[src/rtl/core/ncbp_queue.sv]
// Two-entry queue between the front end and the back end.
module ncbp_queue #(
  parameter int unsigned WIDTH = 64
) (
  input  logic             clk_i,
  input  logic             rst_ni,
  input  logic             push_i,
  input  logic [WIDTH-1:0] data_i,
  output logic             full_o,
  input  logic             pop_i,
  output logic             empty_o,
  output logic [WIDTH-1:0] data_o
);
  logic [WIDTH-1:0] buf_q [2];
  logic             wr_ptr_q;
  logic             rd_ptr_q;
  logic [1:0]       cnt_q;

  assign full_o  = (cnt_q == 2'd2);
  assign empty_o = (cnt_q == 2'd0);
  assign data_o  = buf_q[rd_ptr_q];

  always_ff @(posedge clk_i) begin
    if (push_i && !full_o) begin
      buf_q[wr_ptr_q] <= data_i;
    end
  end

  always_ff @(posedge clk_i or negedge rst_ni) begin
    if (!rst_ni) begin
      wr_ptr_q <= 1'b0;
      rd_ptr_q <= 1'b0;
      cnt_q    <= 2'd0;
    end else begin
      if (push_i && !full_o) begin
        wr_ptr_q <= ~wr_ptr_q;
      end
      if (pop_i && !empty_o) begin
        rd_ptr_q <= ~rd_ptr_q;
      end
      cnt_q <= cnt_q + 2'((push_i && !full_o) ? 1 : 0) - 2'((pop_i && !empty_o) ? 1 : 0);
    end
  end
endmodule

[config.mk]
export PLATFORM = sky130hd
export DESIGN_NAME = ncbp_queue
export DESIGN_NICKNAME = d
export VERILOG_FILES = /design/src/rtl/core/ncbp_queue.sv
export SDC_FILE = /design/constraint.sdc
export NUM_CORES = 1
export LEC_CHECK = 0
export ABC_AREA = 1
export BUFFER_PORTS_ARGS = -buffer_cell sky130_fd_sc_hd__buf_2
export CAP_MARGIN = 20
export CORE_UTILIZATION = 44
export DETAILED_ROUTE_END_ITERATION = 16
export GPL_TIMING_DRIVEN = 1
export PLACE_DENSITY = 0.69
export SLEW_MARGIN = 30
export SYNTH_ARGS = -nofsm -noshare
export SYNTH_HDL_FRONTEND = slang
export SYNTH_SLANG_ARGS = --single-unit
[constraint.sdc]
create_clock -name clk_i -period 4.25 [get_ports clk_i]
set_input_delay 0.425 -clock clk_i [delete_from_list [all_inputs] [get_ports clk_i]]
set_output_delay 0.425 -clock clk_i [all_outputs]
set_load 0.02 [all_outputs]
== Word level (Yosys, flattened, before mapping) ==
Memories as Yosys holds them, arrays and structs flattened.
Index checks and enable logic that the tools add are counted.
Storage, ports and cells
  output and inout bits: 66
  memories kept: 1
  flip-flop bits (word level): 4
  RAM bits: 128
Memories
  buf_q: words 2, bits a word 64, rd ports 1, clocked after memory_dff 0, write ports 1, line 14  | logic [WIDTH-1:0] buf_q [2];
Operators by class
  $add $sub $neg: 2
  bitwise logic cells: 2
  eq/ne operators: 1
  multiplexer cells: 4
  reductions and logical operators: 5
Operators with widths (number)
  two-way mux 1 bit: 4
  adder 2 x 1 -> 2 bit: 1
  equality test 2 bit, second input constant: 1
  logical AND 1 bit: 2
  zero test 1 bit: 2
  zero test 2 bit: 1
  inverter 1 bit: 2
  subtractor 2 x 1 -> 2 bit: 1

== Longest topological paths before layout ==
Gate-level depths: netlist of the first run.
  word-level depth: 6
  mapped depth: 10
  gate-level depth less buffers: 10

== Worst setup path before layout of the first run ==
OpenSTA, ideal clock, no wires.
  path type: reg2reg
  from: reg cnt_q[1]
  to: mem buf_q[1][0] (enable)
  path buffers: 0
  library setup time: 0.486 ns
  setup slack: 0.531 ns
  data required time: 3.764 ns
  cell stages (with the launch flop): 4
  data arrival time: 3.233 ns
  path through: dfrtp_1 > nand2_1 > nand2_1 > nor2_1
On the way
  word-level cells in the longest chain between the ends: 5
RTL lines
  start, declared: line 17  | logic [1:0] cnt_q;
  start signal, assigned: line 41  | cnt_q <= cnt_q + 2'((push_i && !full_o) ? 1 : 0) - 2'((pop_i && !empty_o) ? 1 : 0);
  equality test 2 bit: line 19  | assign full_o = (cnt_q == 2'd2);
  zero test 1 bit: line 24  | if (push_i && !full_o) begin
  logical AND 1 bit: line 24
  two-way mux 1 bit: line 24
  two-way mux 1 bit (not written as such): line 25  | buf_q[wr_ptr_q] <= data_i;
  end, declared: line 14
Every way passes these cells.

== Worst setup path after layout of the first run ==
  from: reg rd_ptr_q
  to: out data_o[18]
On the way
  word-level cells in the longest chain between the ends: 1
RTL lines
  start, declared: line 16  | logic rd_ptr_q;
  start signal, assigned: line 39  | rd_ptr_q <= ~rd_ptr_q;
  memory read (2 x 64 bit)
  end, declared: line 12  | output logic [WIDTH-1:0] data_o
Every way passes these cells.

==> results of run 1 <==
==> layout by cell type (no fill, tap or decap), drive strengths merged <==
cell         instances
edfxtp             128
nor2                 1
nand2              205
dfrtp                4
clkinvlp             1
buf                136
dlygate4sd3          1
nand3                3
clkbuf              19
ha                   2
bufinv               6
inv                 11
clkinv               6
==> flip-flops by register name, summed over array words and instances, names as in the netlist <==
name      cells
wr_ptr_q      1
cnt_q         2
buf_q       128
rd_ptr_q      1
==> stage by stage <==
stage	instance area (µm²)	instances	total power, µW	setup slack (ns)
3_3_place_gp	5670	630	3420	2.14
5_1_grt	6320	663	5230	1.76
6_report	6320	663	4950	1.96
3_5_place_dp	5670	630	3450	2.08
2_1_floorplan	4920	368	2980	0.531
4_1_cts	6320	663	5010	1.90
==> worst max-delay path: cells and delay by family, from the launching register on <==
kind / cells / cell delay, ns
flops: 1 / 0.38
buf+inv: 2 / 0.73
simple gates: 2 / 0.22
==> path summary, 6_finish.rpt <==
| check | startpoint | end | cells past startpoint |
|---|---|---|---|
| setup / recovery | rd_ptr_q$_DFFE_PN0P_ | data_o[18] | 4 |
| hold / removal | data_i[57] | buf_q[1][57]$_DFFE_PP_ | 1 |
| setup reg to reg | cnt_q[1]$_DFF_PN0_ | buf_q[0][52]$_DFFE_PP_ | 4 |
| hold reg to reg | wr_ptr_q$_DFFE_PN0P_ | wr_ptr_q$_DFFE_PN0P_ | 2 |
| max in group asynchronous | rst_ni | rd_ptr_q$_DFFE_PN0P_ | 2 |
| min in group asynchronous | rst_ni | cnt_q[0]$_DFF_PN0_ | 2 |
==> power by group <==
| part | leakage [µW] | internal, µW | total, µW | switching, µW |
|---|---|---|---|---|
| combinational | 0.00124 | 422 | 1550 | 1130 |
| clock | 0.000303 | 1060 | 1550 | 490 |
| sequential | 0.00124 | 1780 | 1850 | 66.9 |
| total | 0.00278 | 3260 | 4950 | 1680 |
==> what timing repair did <==
item / CTS / global route
hold endpoints to repair: 4 / 0
hold buffers: 1 / 0
gates resized for setup: 0 / 0
buffers inserted: 0 / 0
==> metal layers <==
layer  part of all wire [%]  routed length (µm)  track usage, %
met2                     50                4510            27.3
met1                     41                3680            18.8
met4                   0.99                  88            7.24
met5                      0                   0               0
met3                    7.3                 655            6.78
==> kinds of logic after synthesis <==
family,after synthesis,synth area share [%]
adders and majority gates,2,0.509
and+or+nand+nor,209,16.0
buffers and inverters,25,3.26
DFF,132,80.2
==> area by class of cell <==
cell class / count / area (µm²)
Inverter: 11 / 43.8
Timing Repair Buffer: 137 / 698
Fill cell: 905 / 4520
Tap cell: 140 / 175
Sequential cell: 132 / 3950
Clock buffer: 19 / 422
Clock inverter: 13 / 211
Multi-Input combinational cell: 211 / 821
==> results.cfg, run 1 <==
[drt]
postRouteAntennaNets = 0
first_pass_iters = 4
wl_per_cell_um = 13.5
vias_per_cell = 4.60
first_iter_violations = 147
route.detailed.drc = 0
vias = 3049
routed_wl_um = 8930

[worst_setup_path]
cp-start-kind = flop
rrSetupSlack_ns = 2.14
crit_chain = buf_4 -> nand2_1 -> nand2_1 -> buf_2
end_kind = primary output
path_class = flop to primary output
path_max_fanout = 65
worst_path_max_delay_cell = buf_4
crit_arrival_ns = 1.87
cp_data_required_time_ns = 3.83
slowest_delay_ns = 0.57
crit_path_frequent_cell = nand2_1

[floorplanning]
die_x_um = 108
io_pins = 134
die-area_um2 = 11600
start_util_pct = 45.4
row_count = 38
die_y_um = 108
design.core.area_um2 = 10800

[clock_network]
cts.sinks = 132
clockBufferDepth = 2
numCtsBuffers = 17
cts_root_buf = clkbuf_8
clock_latency_ns = 0.50
clk_pin_slew_ns = 0.06
cts_tree = done
cts.htree.levels = 4

[sta]
whs_ns = 0.103
hold_violations = 0
fin_setup_tns_ns = 0
period_share_pct = 53.9
grt_setup_unrepaired = false
tightestPinTransition_ns = 0.871
max_freq_ghz = 0.436
fin_worst_skew_ns = 0.00581
finalCriticalPeriod_ns = 2.29
setup_viol = 0
slew_violations = 0
slew_headroom_pct = 41.9

[grt]
grt_usage_pct = 16.5
grt_pass1_wl_um = 14000
overflow = 0
grt_max_degree = 66
antenna_found_initial = 0
grt_pass1_vias = 2989

[synthesis]
syn_area_um2 = 4920
async_flop_share_pct = 3.03
avgSynthCellArea_um2 = 13.4
ys_seq_area_share_pct = 80.2
synth_ff_type = edfxtp_1
syn_nets = 438
ys_top_cells_by_area = edfxtp_1 (78%), nand2_1 (16%), dfrtp_1 (2.0%), buf_6 (1.1%), buf_4 (1.1%)
synth_most_common_cell = nand2_1
synth_top_area_share_pct = 78.2
synth-seq-cells = 132
synth_largest_area_cell = edfxtp_1
syn_inst = 368
yosysUniqueCellTypes = 11
ys_warn_count = 0
synth_edf_count = 128
yosys-top-cells-count = nand2_1 (205), edfxtp_1 (128), inv_1 (10), buf_4 (7), buf_6 (5)

[job]
maxCapViolations = 0

[worst_hold_path]
min_path_type = input pin to flop

[cells_and_area]
finalNetCount = 580
areaGrowthSynthToFinish_pct = 28.4
n_antenna_cell = 0
drive_gt1_share_pct = 31.5
fin_util_pct = 58.3

[power_and_ir_drop]
peakVddDrop_uv = 373
p_leak_uw = 0.00278
power.density_nw_per_um2 = 783

[placed_design]
port_buffers = 133
gp_congestion = 0.686
dp_hpwl_um = 5270

[run_status]
outcome = complete, no violations
No activity file was read; power rests on OpenSTA's default activity.
==> run 2, diff against run 1 <==
--- a/config.mk
+++ b/config.mk
@@ -5,7 +5,7 @@
 export SDC_FILE = /design/constraint.sdc
 export NUM_CORES = 1
 export LEC_CHECK = 0
-export ABC_AREA = 1
+export ABC_AREA = 0
 export BUFFER_PORTS_ARGS = -buffer_cell sky130_fd_sc_hd__buf_2
 export CAP_MARGIN = 20
 export CORE_UTILIZATION = 44
==> constraint.sdc (replaced) <==
create_clock -name clk_i -period 2.4 [get_ports clk_i]
set_input_delay 0.24 -clock clk_i [delete_from_list [all_inputs] [get_ports clk_i]]
set_output_delay 0.24 -clock clk_i [all_outputs]
set_load 0.02 [all_outputs]
==> run 2 against run 1 <==
  * Setup slack worse by 1.7 ns
  * Die area is 2.1% higher
  * Sequential share of layout area decreased by 1.8 points
  * Via count decreased by 20%
  * Critical path depth shrank 1
  * Final cell count shrank 21%
  * Total power grew 78%
  * Sequential power up 84%
  * First-iteration DRC count is 31% lower
  * Critical path type unchanged
  * Critical endpoint is now data_o[60]
  * Largest cell class unchanged
  * Highest routed layer unchanged
==> results.cfg, run 2 <==
[sta]
slew_headroom_pct = 64.7
fin_setup_tns_ns = 0
fin_worst_skew_ns = 0.00870
setup_viol = 0
grt_setup_unrepaired = false
finalCriticalPeriod_ns = 2.15
period_share_pct = 89.6
slew_violations = 0
tightestPinTransition_ns = 0.529
max_freq_ghz = 0.465
hold_violations = 0
fin_ws_ns = 0.250

[drt]
first_pass_iters = 4
first_iter_violations = 101
route.detailed.drc = 0
vias = 2440
wl_per_cell_um = 15.3
vias_per_cell = 4.66
routed_wl_um = 8040
postRouteAntennaNets = 0

[synthesis]
yosys-top-cells-count = edfxtp_1 (128), mux2_4 (50), mux2_2 (14), buf_6 (6), dfrtp_1 (4)
syn_inst = 217
syn_area_um2 = 5020
ys_top_cells_by_area = edfxtp_1 (77%), mux2_4 (15%), mux2_2 (3.1%), dfrtp_1 (2.0%), buf_6 (1.3%)
ys_seq_area_share_pct = 78.5
yosysUniqueCellTypes = 15
synth_ff_type = edfxtp_1
syn_nets = 287
synth_edf_count = 128
avgSynthCellArea_um2 = 23.1
ys_warn_count = 0
synth_most_common_cell = edfxtp_1
synth_top_area_share_pct = 76.5
synth-seq-cells = 132
synth_largest_area_cell = edfxtp_1
async_flop_share_pct = 3.03

[worst_setup_path]
path_max_fanout = 25
crit_buf_inv = 2
end_kind = primary output
crit_family = flip-flops
crit_arrival_ns = 1.91
crit_chain = buf_12 -> mux2_2 -> buf_2
slowest_delay_ns = 0.72
path_class = flop to primary output
cp_data_required_time_ns = 2.16
worst_path_max_delay_cell = dfrtp_4
cp-start-kind = flop

[power_and_ir_drop]
p_leak_uw = 0.00263
peakVddDrop_uv = 870
power.density_nw_per_um2 = 1350

[grt]
grt_max_degree = 40
grt_pass1_vias = 2459
grt_pass1_wl_um = 11900
overflow = 0
grt_usage_pct = 14.2
antenna_found_initial = 0

[clock_network]
holdBufCountCts = 1
clk_pin_slew_ns = 0.05
clock_latency_ns = 0.40
cts_root_buf = clkbuf_16
cts.sinks = 132
numCtsBuffers = 17
clockBufferDepth = 2
cts.htree.levels = 4
cts_resized = 0
postCtsSetupBuffers = 0
cts_tree = done

[cells_and_area]
drive_gt1_share_pct = 61.7
final_cells = 524
n_antenna_cell = 0
largest_reg_flops = 128
fin_util_pct = 59.3
areaGrowthSynthToFinish_pct = 29.6
finalNetCount = 441
reg_top3 = buf_q x128, cnt_q x2
final_cell_mix = buf_2 (133), edfxtp_1 (128), mux2_4 (50)
final_common_cell = buf_2
largest_register = buf_q

[job]
maxCapViolations = 0

[placed_design]
placedCellCount = 491
port_buffers = 133
pre_cts_ws_ns = 0.633
dp_hpwl_um = 5530
gp_congestion = 0.694

[floorplanning]
design.core.area_um2 = 11000
die_y_um = 109
io_pins = 134
die-area_um2 = 11800
row_count = 38
die_x_um = 109
start_util_pct = 45.7

[worst_hold_path]
min_path_type = input pin to flop

[run_status]
outcome = complete, no violations
-- run 2: cell types whose count changed after synthesis, moves of 3 or more --
cell     previous run  this run
inv_1              10         2
mux2_4              0        50
nand2_1           205         1
buf_4               7         0
nand3_1             3         0
xnor2_1             0         3
mux2_2              0        14
-- run 2: final cells by class --
type | instances | area (µm²)
clock buffers | 17 | 425
multi-input cells | 76 | 1010
fillers | 843 | 4470
flip-flops and latches | 132 | 3950
well taps | 140 | 175
clock inverters | 15 | 186
inverters | 2 | 7.51
repair buffers | 142 | 761
-- run 2: per-layer routing --
metal | global-route usage, % | vias up | wire [µm]
met1 | 16.4 | 1170 | 3300
met4 | 6.08 | 0 | 100
met2 | 23.2 | 95 | 4020
met3 | 5.86 | 6 | 625
met5 | 0 | - | 0
li1 | - | 1169 | -
-- run 2: logic make-up (layout without fill, tap and decap cells) --
kind of cell             after synthesis  in the layout  share of synthesized area (%)
adder cells (fa/ha/maj)                2              2                          0.498
buffers and inverters                  9            176                           1.59
AND/OR/NAND/NOR                        6              6                          0.598
XOR/XNOR                               4              4                          0.698
flip-flops                           132            132                           78.5
multiplexers                          64             64                           18.1
-- run 2: where the power goes --
group	switching (µW)	internal, µW	leakage (µW)
clock	889	1720	0.000292
sequential	241	3160	0.00123
combinational	1490	1270	0.00110
-- run 2: metrics by stage --
step	total power, µW	area (µm²)	hold slack [ns]
after CTS	8900	6510	0.00826
final	8780	6510	0.0228
after global routing	9190	6510	0.00486
after detailed placement	6270	5890	0.0607
after floorplan	5480	5030	-0.0556
after global placement	6230	5890	0.0619
-- run 2: worst register-to-register path: cells and delay by family, from the launching register on --
kind          cells  cell delay [ns]
buf+inv           1             0.30
simple gates      3             0.64
flops             1             0.40
-- run 2: final timing paths --
check,start,end,slack [ns],depth (start not counted)
max in group asynchronous,rst_ni,rd_ptr_q$_DFFE_PN0P_,2.07,2
worst max-delay path,rd_ptr_q$_DFFE_PN0P_,data_o[60],0.25,3
worst max register to register,cnt_q[1]$_DFF_PN0_,buf_q[0][49]$_DFFE_PP_,0.71,4
worst min register to register,cnt_q[1]$_DFF_PN0_,cnt_q[1]$_DFF_PN0_,0.51,1
worst min-delay path,data_i[56],buf_q[1][56]$_DFFE_PP_,0.02,1
min in group asynchronous,rst_ni,cnt_q[0]$_DFF_PN0_,0.18,2
