File: config.mk
export PLATFORM = sky130hd
export DESIGN_NAME = ncbp_front_flat
export DESIGN_NICKNAME = d
export VERILOG_FILES = /design/src/rtl/core/ncbp_pkg.sv /design/src/rtl/core/ncbp_if.sv /design/src/rtl/core/ncbp_front.sv /design/src/flat_wrapper.sv
export SDC_FILE = /design/constraint.sdc
export NUM_CORES = 1
export LEC_CHECK = 0
export BUFFER_PORTS_ARGS = -buffer_cell sky130_fd_sc_hd__buf_4
export CAP_MARGIN = 40
export CORE_UTILIZATION = 40
export DETAILED_ROUTE_END_ITERATION = 10
export HOLD_SLACK_MARGIN = 0.1
export PLACE_DENSITY = 0.55
export SETUP_SLACK_MARGIN = 0.15
export SLEW_MARGIN = 40
export SYNTH_ARGS = -nofsm -noshare
export SYNTH_HDL_FRONTEND = slang
export SYNTH_SLANG_ARGS = --single-unit
File: constraint.sdc
create_clock -name clk_i -period 9.1 [get_ports clk_i]
set_input_delay 1.365 -clock clk_i [delete_from_list [all_inputs] [get_ports clk_i]]
set_output_delay 1.365 -clock clk_i [all_outputs]
set_load 0.01 [all_outputs]
File: src/rtl/core/ncbp_pkg.sv
// Shared constants, types and helpers for the n-gram cascade byte predictor.
package ncbp_pkg;

  localparam int unsigned HIST_LEN = 7;
  localparam logic [31:0] FNV_BASIS = 32'd2166136261;
  localparam logic [31:0] FNV_PRIME = 32'd16777619;
  localparam logic [15:0] ORDER4_MUL = 16'd257;
  localparam logic [7:0]  CONF_SCALE = 8'd255;
  localparam logic [15:0] COUNT_MAX = 16'hFFFF;
  localparam logic [7:0]  FALLBACK_BYTE = 8'd32;
  localparam int unsigned PAIR_ROW = 256;
  localparam int unsigned PAIR_DEPTH = 65536;
  localparam int unsigned NUM_TABLES = 3;

  localparam logic [1:0] SRC_ORDER8 = 2'd0;
  localparam logic [1:0] SRC_ORDER4 = 2'd1;
  localparam logic [1:0] SRC_ORDER3 = 2'd2;
  localparam logic [1:0] SRC_BIGRAM = 2'd3;

  typedef struct packed {
    logic [7:0]  tok;
    logic [15:0] cnt;
  } slot_t;

  function automatic logic [15:0] sat_inc(input logic [15:0] v);
    sat_inc = (v == COUNT_MAX) ? COUNT_MAX : v + 16'd1;
  endfunction

endpackage

File: src/rtl/core/ncbp_if.sv
// Valid/ready channel interfaces for observed bytes and predictions.
interface ncbp_in_if;
  logic       valid;
  logic       ready;
  logic [7:0] observed_byte;
  modport source (output valid, output observed_byte, input ready);
  modport sink (input valid, input observed_byte, output ready);
endinterface


File: src/rtl/core/ncbp_front.sv
// Front end: accepts bytes, keeps the history and forms the three bucket indexes.
module ncbp_front #(
  parameter int unsigned BKT_W = 16
) (
  input  logic                  clk_i,
  input  logic                  rst_ni,
  ncbp_in_if.sink               in_i,
  input  logic                  hold_i,
  input  logic                  full_i,
  output logic                  push_o,
  output logic [16+3*BKT_W-1:0] item_o
);
  import ncbp_pkg::*;

  typedef enum logic [2:0] {
    F_IDLE = 3'b001,
    F_HASH = 3'b010,
    F_PUSH = 3'b100
  } fstate_e;

  fstate_e     state_q;
  logic [7:0]  hist_q [HIST_LEN];
  logic [7:0]  snap_q [HIST_LEN];
  logic [7:0]  obs_q;
  logic [31:0] h_q;
  logic [2:0]  step_q;
  logic [2:0]  sel;
  logic [31:0] hx;
  logic [15:0] o3;
  logic [15:0] o4;
  logic [15:0] o8;

  assign in_i.ready = (state_q == F_IDLE) && !hold_i;
  assign sel = 3'(HIST_LEN - 1) - step_q;
  assign hx  = h_q ^ {24'd0, snap_q[sel]};
  assign o3  = {snap_q[1], snap_q[0]};
  assign o4  = 16'(16'(snap_q[2]) * ORDER4_MUL) ^ {snap_q[1], 8'd0} ^ {8'd0, snap_q[0]};
  assign o8  = h_q[15:0] ^ h_q[31:16];
  assign push_o = (state_q == F_PUSH) && !full_i;
  assign item_o = {obs_q, snap_q[0], o8[BKT_W-1:0], o4[BKT_W-1:0], o3[BKT_W-1:0]};

  always_ff @(posedge clk_i) begin
    if (in_i.valid && in_i.ready) begin
      snap_q <= hist_q;
      obs_q  <= in_i.observed_byte;
      h_q    <= FNV_BASIS;
    end else if (state_q == F_HASH) begin
      h_q <= 32'(hx * FNV_PRIME);
    end
  end

  always_ff @(posedge clk_i or negedge rst_ni) begin
    if (!rst_ni) begin
      state_q <= F_IDLE;
      step_q  <= 3'd0;
      for (int k = 0; k < HIST_LEN; k++) begin
        hist_q[k] <= 8'd0;
      end
    end else begin
      case (state_q)
        F_IDLE: begin
          if (in_i.valid && in_i.ready) begin
            for (int k = HIST_LEN - 1; k > 0; k--) begin
              hist_q[k] <= hist_q[k-1];
            end
            hist_q[0] <= in_i.observed_byte;
            step_q    <= 3'd0;
            state_q   <= F_HASH;
          end
        end
        F_HASH: begin
          step_q <= step_q + 3'd1;
          if (step_q == 3'(HIST_LEN - 1)) begin
            state_q <= F_PUSH;
          end
        end
        F_PUSH: begin
          if (!full_i) begin
            state_q <= F_IDLE;
          end
        end
        default: state_q <= F_IDLE;
      endcase
    end
  end
endmodule

File: src/flat_wrapper.sv
// flat-port wrapper written by rule: the top's interface ports become plain ports
module ncbp_front_flat import ncbp_pkg::*;
#(
  parameter int unsigned BKT_W = 16
)
  (clk_i, rst_ni, hold_i, full_i, push_o, item_o, in_i_valid, in_i_observed_byte, in_i_ready);
  ncbp_in_if in_i_i ();
  input  logic clk_i;
  input  logic rst_ni;
  input  logic hold_i;
  input  logic full_i;
  output logic push_o;
  output logic [16+3*BKT_W-1:0] item_o;
  input wire logic [$bits(in_i_i.valid)-1:0] in_i_valid;
  input wire logic [$bits(in_i_i.observed_byte)-1:0] in_i_observed_byte;
  output wire logic [$bits(in_i_i.ready)-1:0] in_i_ready;
  assign in_i_i.valid = in_i_valid;
  assign in_i_i.observed_byte = in_i_observed_byte;
  assign in_i_ready = in_i_i.ready;
  ncbp_front #(.BKT_W(BKT_W)) u_core (.clk_i(clk_i), .rst_ni(rst_ni), .in_i(in_i_i), .hold_i(hold_i), .full_i(full_i), .push_o(push_o), .item_o(item_o));
endmodule
After elaboration in Yosys (flattened, before gate mapping)
Index checks and enable logic that the tools add are counted.

Output and inout port bits: 66. Register bits after elaboration: 158.

Multipliers: 2. Reductions and logical operators: 9. Multiplexer cells: 9. $add $sub $neg: 2. Eq/ne operators: 7. Bitwise operators: 5. Magnitude comparators: 1.

Operator list (number): $mul 32x25->32 const B (1); $xor 16x16->16 (2); $xor 32x8->32 (1); $bmux 8 s3 (1); $mul 8x9->16 const B (1); $mux 8 (2); $xor 16x8->16 (1); $mux 3 (4); $pmux 3 s3 (1); $eq 3x3->1 const B (2); $ne 2x2->1 const B (3); $pmux 3 s2 (1); $ge 4x4->1 const B (1); $not 3->4 (1); $reduce_and 2->1 (2); $add 3x1->3 const B (1); $eq 3x1->1 const B (1); $eq 3x2->1 const B (1); $logic_and 1x1->1 (3); $reduce_and 3->1 (1); $sub 3x3->3 const A (1); $logic_not 1->1 (2); $reduce_bool 2->1 (1).

Longest topological paths before layout
Gate-level depths: netlist (run 1).

Depth in word-level cells: 7. Depth in mapped cells: 34. Gate-level depth less buffers: 29.

Worst setup path before layout (run 1)
Ideal clock, no wire load.

Path type: flip-flop to flip-flop. From: reg u_core.step_q[0]. To: reg u_core.h_q[22]. Required time: 8983 ps. Arrival: 7037 ps. Cell stages (with the launch flop): 29. Setup slack: 1946 ps. Path through: dfrtp_1 > buf_4 > buf_2 > inv_1 > ha_1 > buf_2 > buf_1 > mux4_2 > nand2_1 > o21ai_0 > xor2_1 > ha_1 > ha_1 > fa_1 > ha_1 > fa_1 > ha_1 > inv_1 > fa_1 > inv_1 > ha_1 > and3_1 > and3_1 > a22oi_1 > a21boi_0 > o21ai_0 > a21boi_0 > or3_2 > a32o_1.

Word-level cells in the longest chain between the ends: 7.

RTL lines: start: declaration (line ncbp_front.sv:26) `logic [2:0] step_q;`; start signal: assignment (line ncbp_front.sv:72) `step_q <= step_q + 3'd1;`; $sub 3x3->3 (line ncbp_front.sv:34) `assign sel = 3'(HIST_LEN - 1) - step_q;`; $not 3->4 (implied by the code) (line ncbp_front.sv:35) `assign hx = h_q ^ {24'd0, snap_q[sel]};`; $bmux 8 s3 (line ncbp_front.sv:35); $mux 8 (implied by the code) (2 in a row) (line ncbp_front.sv:35); $xor 32x8->32 (line ncbp_front.sv:35); $mul 32x25->32 (line ncbp_front.sv:48) `h_q <= 32'(hx * FNV_PRIME);`; end signal: assignment (line ncbp_front.sv:48); end: declaration (line ncbp_front.sv:25) `logic [31:0] h_q;`.

No other way between the ends. The select of a mux whose other input is x is not followed. A chain may end at the register's enable or synchronous reset.

Final worst setup path (run 1)
Ends and elaborated chain as after synthesis.

==> metrics, run 1 <==
status finished, final reports clean; CTS tree yes; Yosys Warn Count 0; CTS buffer count 17; worst-margin pin slew 778 ps; Hold Path Sink u_core.snap_q[5]; max_slew headroom 48.0%; WP data arrival 7860 ps; Final setup viols 0; setup TNS 0 ps; average cell area after synthesis 10.0 um2; final hold vios 0; top-area cell type share of the netlist area 19.3%; Clock Skews 17.3 ps; vias in the first global route 8207; Pins Over Slew Limit 0; worst-skew pair later-pin latency 440 ps; fin cells 1664; Worst Reg-to-Reg Cells 26; Die X 176 um; initial antenna violation count 0; period utilisation layout 82.8%; ys flop type edfxtp_1; Slowest-stage cell, CP dfrtp_1; DR iter-0 viols 490; post-synthesis register bit count 158; post-CTS setup buffer count 0; Crit Path Category reg -> reg; main combinational cell family by area after synthesis adder cells; XOR/XNOR Fraction of Synth Area 6.00%; final setup margin 1570 ps; worst-path fanout max 12; clock root buffer master clkbuf_16; Critical Path End Type register; # hold bufs at CTS 0; Slowest Stage Delay on Critical Path 670 ps; simple-gate share of the synthesized area 10.2%; crit-path leading delay family adder cells; Area Growth Syn to Fin 12.2%; flop-to-flop setup slack 1570 ps; area leader, netlist ha_1; largest net degree at the start of global routing 75; share of cells above drive strength 1 11.2%; Post-synth EDFFs 64; final wirelength 27.1 mm; pre-CTS setup slack 1500 ps; RSZ-0062 raised after global routing no; GPL Wtd Cong 0.901; Routed Antenna Nets 0; chip height 176 um; CP startpoint kind register; Die ar. 0.0310 mm2; Hold Path Class reg -> reg; H-Tree Depth 4; Tmin final 7530 ps; Synth Area in Adders 31.6%; initial core utilization 40.7%; hold_sp u_core.hist_q[5]; ranking of synthesized cells by area ha_1 (19%), edfxtp_1 (16%), dfrtp_1 (13%); multiplexer share of the synthesized area 2.23%; mapped cell area 0.0121 mm2; Pre-antenna DRT Iters 5; Placed Instances 1632; Cells after Synth 1211; Final #Nets 1535; reg2reg start u_core.step_q[0]; Bufs and invs on worst path 5; asr flop ratio synth 39.2%; post-CTS sizing 0; total I/O pin count 79; CP required 9430 ps; Syn Nets 1485; Buffers on Ports 78; core region area 0.0297 mm2; register area share after synthesis 34.0%; Reg2Reg Capture Point u_core.h_q[22]; Synth Area in Compound Gates 6.68%; most common cell after layout, fill and taps aside inv_1; Clock Tree Buf Depth 2; Crit. Startpoint u_core.step_q[0]; hold path cells 0; antenna cell count 0; most frequent cells in the layout inv_1 (215), nand2_1 (210), ha_1 (187); fill cell count 2852; CTS Sinks 158; clk slew on worst S/H paths 80 ps; Max-cap violations 0; WL/cell 16.3 um; first-pass GRT wire length 43.7 mm; Synth cell types 62; Post-DP HPWL 20.6 mm; Overflow after GRT 0; drt via density 4.86; total number of vias 8090; most frequent CP cell ha_1; gr usage total 18.5%; Peak Freq 133 MHz; DRC 0; Cell Rows 63
[layout make-up]
type	instances	area, um2	area share [%]
clock buffer	17	425	3.13
clock inverter	15	209	1.54
inverter	216	816	6.01
multi-input combinational	783	6890	50.7
sequential	158	4120	30.3
tap	390	488	3.59
timing repair buffer	85	642	4.73
[cell families (layout without fill, tap and decap cells)]
kind of cell | count (synthesis) | after routing
AND/OR/NAND/NOR | 291 | 291
AO/OA/AOI/OAI | 131 | 131
multiplexers | 17 | 17
flip-flops | 158 | 158
buffers and inverters | 270 | 333
adder cells (fa/ha/maj) | 261 | 261
XOR/XNOR | 83 | 83
[worst register-to-register path, cell delays in order, from the launching register on]
cell      delay (ps)
dfrtp_1          670
inv_1             90
ha_1             310
nor2b_1          450
a21oi_1          130
o21ai_0          290
xor2_1           490
ha_1             340
ha_1             300
inv_1             60
fa_1             530
inv_1             40
ha_1             190
fa_1             470
ha_1             280
inv_1             50
fa_1             530
inv_1             40
ha_1             360
nand3_1          110
nor4_1           470
o21ai_0          210
a21boi_0         330
o21ai_0          120
a21boi_0         200
o21ai_0          100
a32o_1           270
[synth_stat cells (all sizes together) (3+ instances only)]
| master | number |
|---|---|
| a21o | 9 |
| a21oi | 40 |
| inv | 216 |
| xor2 | 58 |
| nand2 | 211 |
| dfrtp | 61 |
| nor2 | 28 |
| nor4b | 3 |
| o211ai | 3 |
| mux2i | 9 |
| edfxtp | 64 |
| nor3b | 6 |
| a211oi | 8 |
| ha | 187 |
| nor4 | 3 |
| o21bai | 5 |
| buf | 32 |
| a21boi | 4 |
| nand3 | 15 |
| clkbuf | 22 |
| nor3 | 7 |
| and3 | 3 |
| xnor2 | 25 |
| o21ai | 46 |
| fa | 74 |
| a31oi | 3 |
| dfxtp | 32 |
| mux4 | 8 |
[flip-flops by register name, summed over array words and instances (netlist names)]
register,cells
u_core.obs_q,8
u_core.h_q,32
u_core.snap_q,40
u_core.state_q,3
u_core.hist_q,56
u_core.step_q,3
u_core.item_o,16
[worst max-delay path by stage]
stage                           endpoint  cells after the start  slack (ps)
after floorplan           u_core.h_q[22]                     28        1950
after global placement    u_core.h_q[22]                     27        1550
after detailed placement  u_core.h_q[22]                     24        1500
after CTS                 u_core.h_q[22]                     27        1470
after global routing      u_core.h_q[22]                     26         970
final                     u_core.h_q[22]                     26        1570
[routing by layer]
layer  up-vias  global-route usage [%]  wire (um)
li1       4003                       -          -
met1      3899                    23.9      12100
met2       145                    31.5      13400
met3        43                    2.41        880
met4         0                    6.81        793
met5         -                       0          0
[per-stage QoR]
stage / area (um2) / hold slack, ps / utilization [%]
floorplan: 12100 / 425 / -
global placement: 12900 / 431 / 43.5
detailed placement: 12900 / 434 / 43.5
CTS: 13600 / 449 / 45.7
global route: 13600 / 448 / 45.7
finish: 13600 / 451 / 45.7
Power of run 1 is left out: the tool's default activity adds up to more than one toggle a clock period on the data nets, which glitch-free logic cannot reach.
==> inputs of run 2 (changes only) <==
==> constraint.sdc (replaced) <==
create_clock -name clk_i -period 7.9 [get_ports clk_i]
set_input_delay 1.185 -clock clk_i [delete_from_list [all_inputs] [get_ports clk_i]]
set_output_delay 1.185 -clock clk_i [all_outputs]
set_load 0.01 [all_outputs]
==> metrics, run 2 (synthesis results as in run 1) <==
Area Growth Syn to Fin 12.1% (was 12.2%); gr usage total 18.3% (was 18.5%); clk slew on worst S/H paths 80 ps (about the same); vias in the first global route 8151 (was 8207); Die X 176 um (unchanged); DRC 0 (unchanged); CP startpoint kind register (unchanged); RSZ-0062 raised after global routing no (unchanged); max_slew headroom 48.6% (was 48.0%); share of cells above drive strength 1 11.3% (was 11.2%); chip height 176 um (unchanged); core region area 0.0297 mm2 (unchanged); GPL Wtd Cong 0.859 (was 0.901); most common cell after layout, fill and taps aside inv_1 (unchanged); reg2reg start u_core.step_q[1] (was u_core.step_q[0]); DR iter-0 viols 385 (was 490); worst-path fanout max 8 (was 12); status finished, final reports clean (unchanged); H-Tree Depth 4 (unchanged); period utilisation layout 90.5% (was 82.8%); drt via density 4.86 (about the same); worst-skew pair later-pin latency 430 ps (was 440 ps); most frequent cells in the layout inv_1 (215), nand2_1 (210), ha_1 (187) (unchanged); total number of vias 8100 (was 8090); post-CTS setup buffer count 0 (unchanged); CTS buffer count 17 (unchanged); clock root buffer master clkbuf_16 (unchanged); setup TNS 0 ps (unchanged); Final setup viols 0 (unchanged); Tmin final 7150 ps (was 7530 ps); Pre-antenna DRT Iters 5 (unchanged); Crit Path Category reg -> reg (unchanged); Clock Tree Buf Depth 2 (unchanged); Post-DP HPWL 20.3 mm (was 20.6 mm); WL/cell 16.1 um (was 16.3 um); Routed Antenna Nets 0 (unchanged); CTS Sinks 158 (unchanged); post-CTS sizing 0 (unchanged); WP data arrival 7470 ps (was 7860 ps); Cell Rows 63 (unchanged); initial core utilization 40.7% (unchanged); hold_sp u_core.hist_q[6] (was u_core.hist_q[5]); Die ar. 0.0310 mm2 (unchanged); Core Util, Final 45.7% (about the same); first-pass GRT wire length 43.0 mm (was 43.7 mm); final hold vios 0 (unchanged); worst-margin pin slew 765 ps (was 778 ps); Peak Freq 140 MHz (was 133 MHz); max reg flops 56 (unchanged); Buffers on Ports 78 (unchanged); hold path cells 0 (unchanged); Worst Reg-to-Reg Cells 25 (was 26); Max-cap violations 0 (unchanged); biggest regs u_core.hist_q (56), u_core.snap_q (40), u_core.h_q (32) (unchanged); Critical Path End Type register (unchanged); Clock Skews 23.4 ps (was 17.3 ps); CP required 8210 ps (was 9430 ps); # hold bufs at CTS 0 (unchanged); total I/O pin count 79 (unchanged); Pins Over Slew Limit 0 (unchanged); Final #Nets 1537 (was 1535); antenna cell count 0 (unchanged); largest net degree at the start of global routing 90 (was 75); Hold Path Class reg -> reg (unchanged); Overflow after GRT 0 (unchanged); initial antenna violation count 0 (unchanged); CTS tree yes (unchanged); Crit. Startpoint u_core.step_q[1] (was u_core.step_q[0]); final wirelength 26.8 mm (was 27.1 mm); Biggest register u_core.hist_q (unchanged)
==> run 2: worst max-delay path, stage by stage, from the launching register on <==
cell,delay (ps)
dfrtp_1,410
ha_1,300
nor2b_1,490
a21oi_1,130
o21ai_0,260
xor2_1,550
ha_1,340
ha_1,300
inv_1,60
fa_1,520
inv_1,40
ha_1,190
fa_1,470
ha_1,280
inv_1,50
fa_1,520
inv_1,40
ha_1,360
nand3_1,120
nor4_1,440
o21ai_0,200
a21boi_0,260
o21ai_0,120
a21boi_0,220
o21ai_0,100
a32o_1,260
==> run 2: area by class of cell <==
cell class / count / area, um2
Fill cell: 2809 / 16100
Tap cell: 390 / 488
Clock buffer: 17 / 425
Clock inverter: 15 / 186
Timing Repair Buffer: 87 / 664
Multi-Input combinational cell: 783 / 6880
Sequential cell: 158 / 4120
Inverter: 216 / 813
==> run 2: layer usage <==
metal	vias to the layer above	track usage, %	part of all wire [%]
met4	0	5.29	1.7
met2	121	32.3	49
met5	-	0	0
met1	3942	23.5	46
met3	24	1.94	2.7
li1	4013	-	-
==> run 2: path summary, 6_finish.rpt <==
| check | endpoint | slack [ps] |
|---|---|---|
| max reg2reg | u_core.h_q[22] | 750 |
| max | u_core.h_q[22] | 750 |
| min | u_core.snap_q[6] | 450 |
| min reg2reg | u_core.snap_q[6] | 450 |
| max in group asynchronous | u_core.hist_q[51] | 6720 |
| min in group asynchronous | u_core.hist_q[39] | 740 |
==> run 2: stage by stage <==
| stage | std cells | instance area [um2] | hold slack [ps] | worst slack, ps |
|---|---|---|---|---|
| 6_report | 1666 | 13600 | 446 | 749 |
| 5_1_grt | 1666 | 13600 | 452 | 257 |
| 4_1_cts | 1666 | 13600 | 446 | 717 |
| 3_5_place_dp | 1634 | 13000 | 431 | 764 |
| 3_3_place_gp | 1634 | 12900 | 431 | 793 |
| 2_1_floorplan | 1211 | 12100 | 425 | 746 |
Power of run 2 is left out for the same reason.
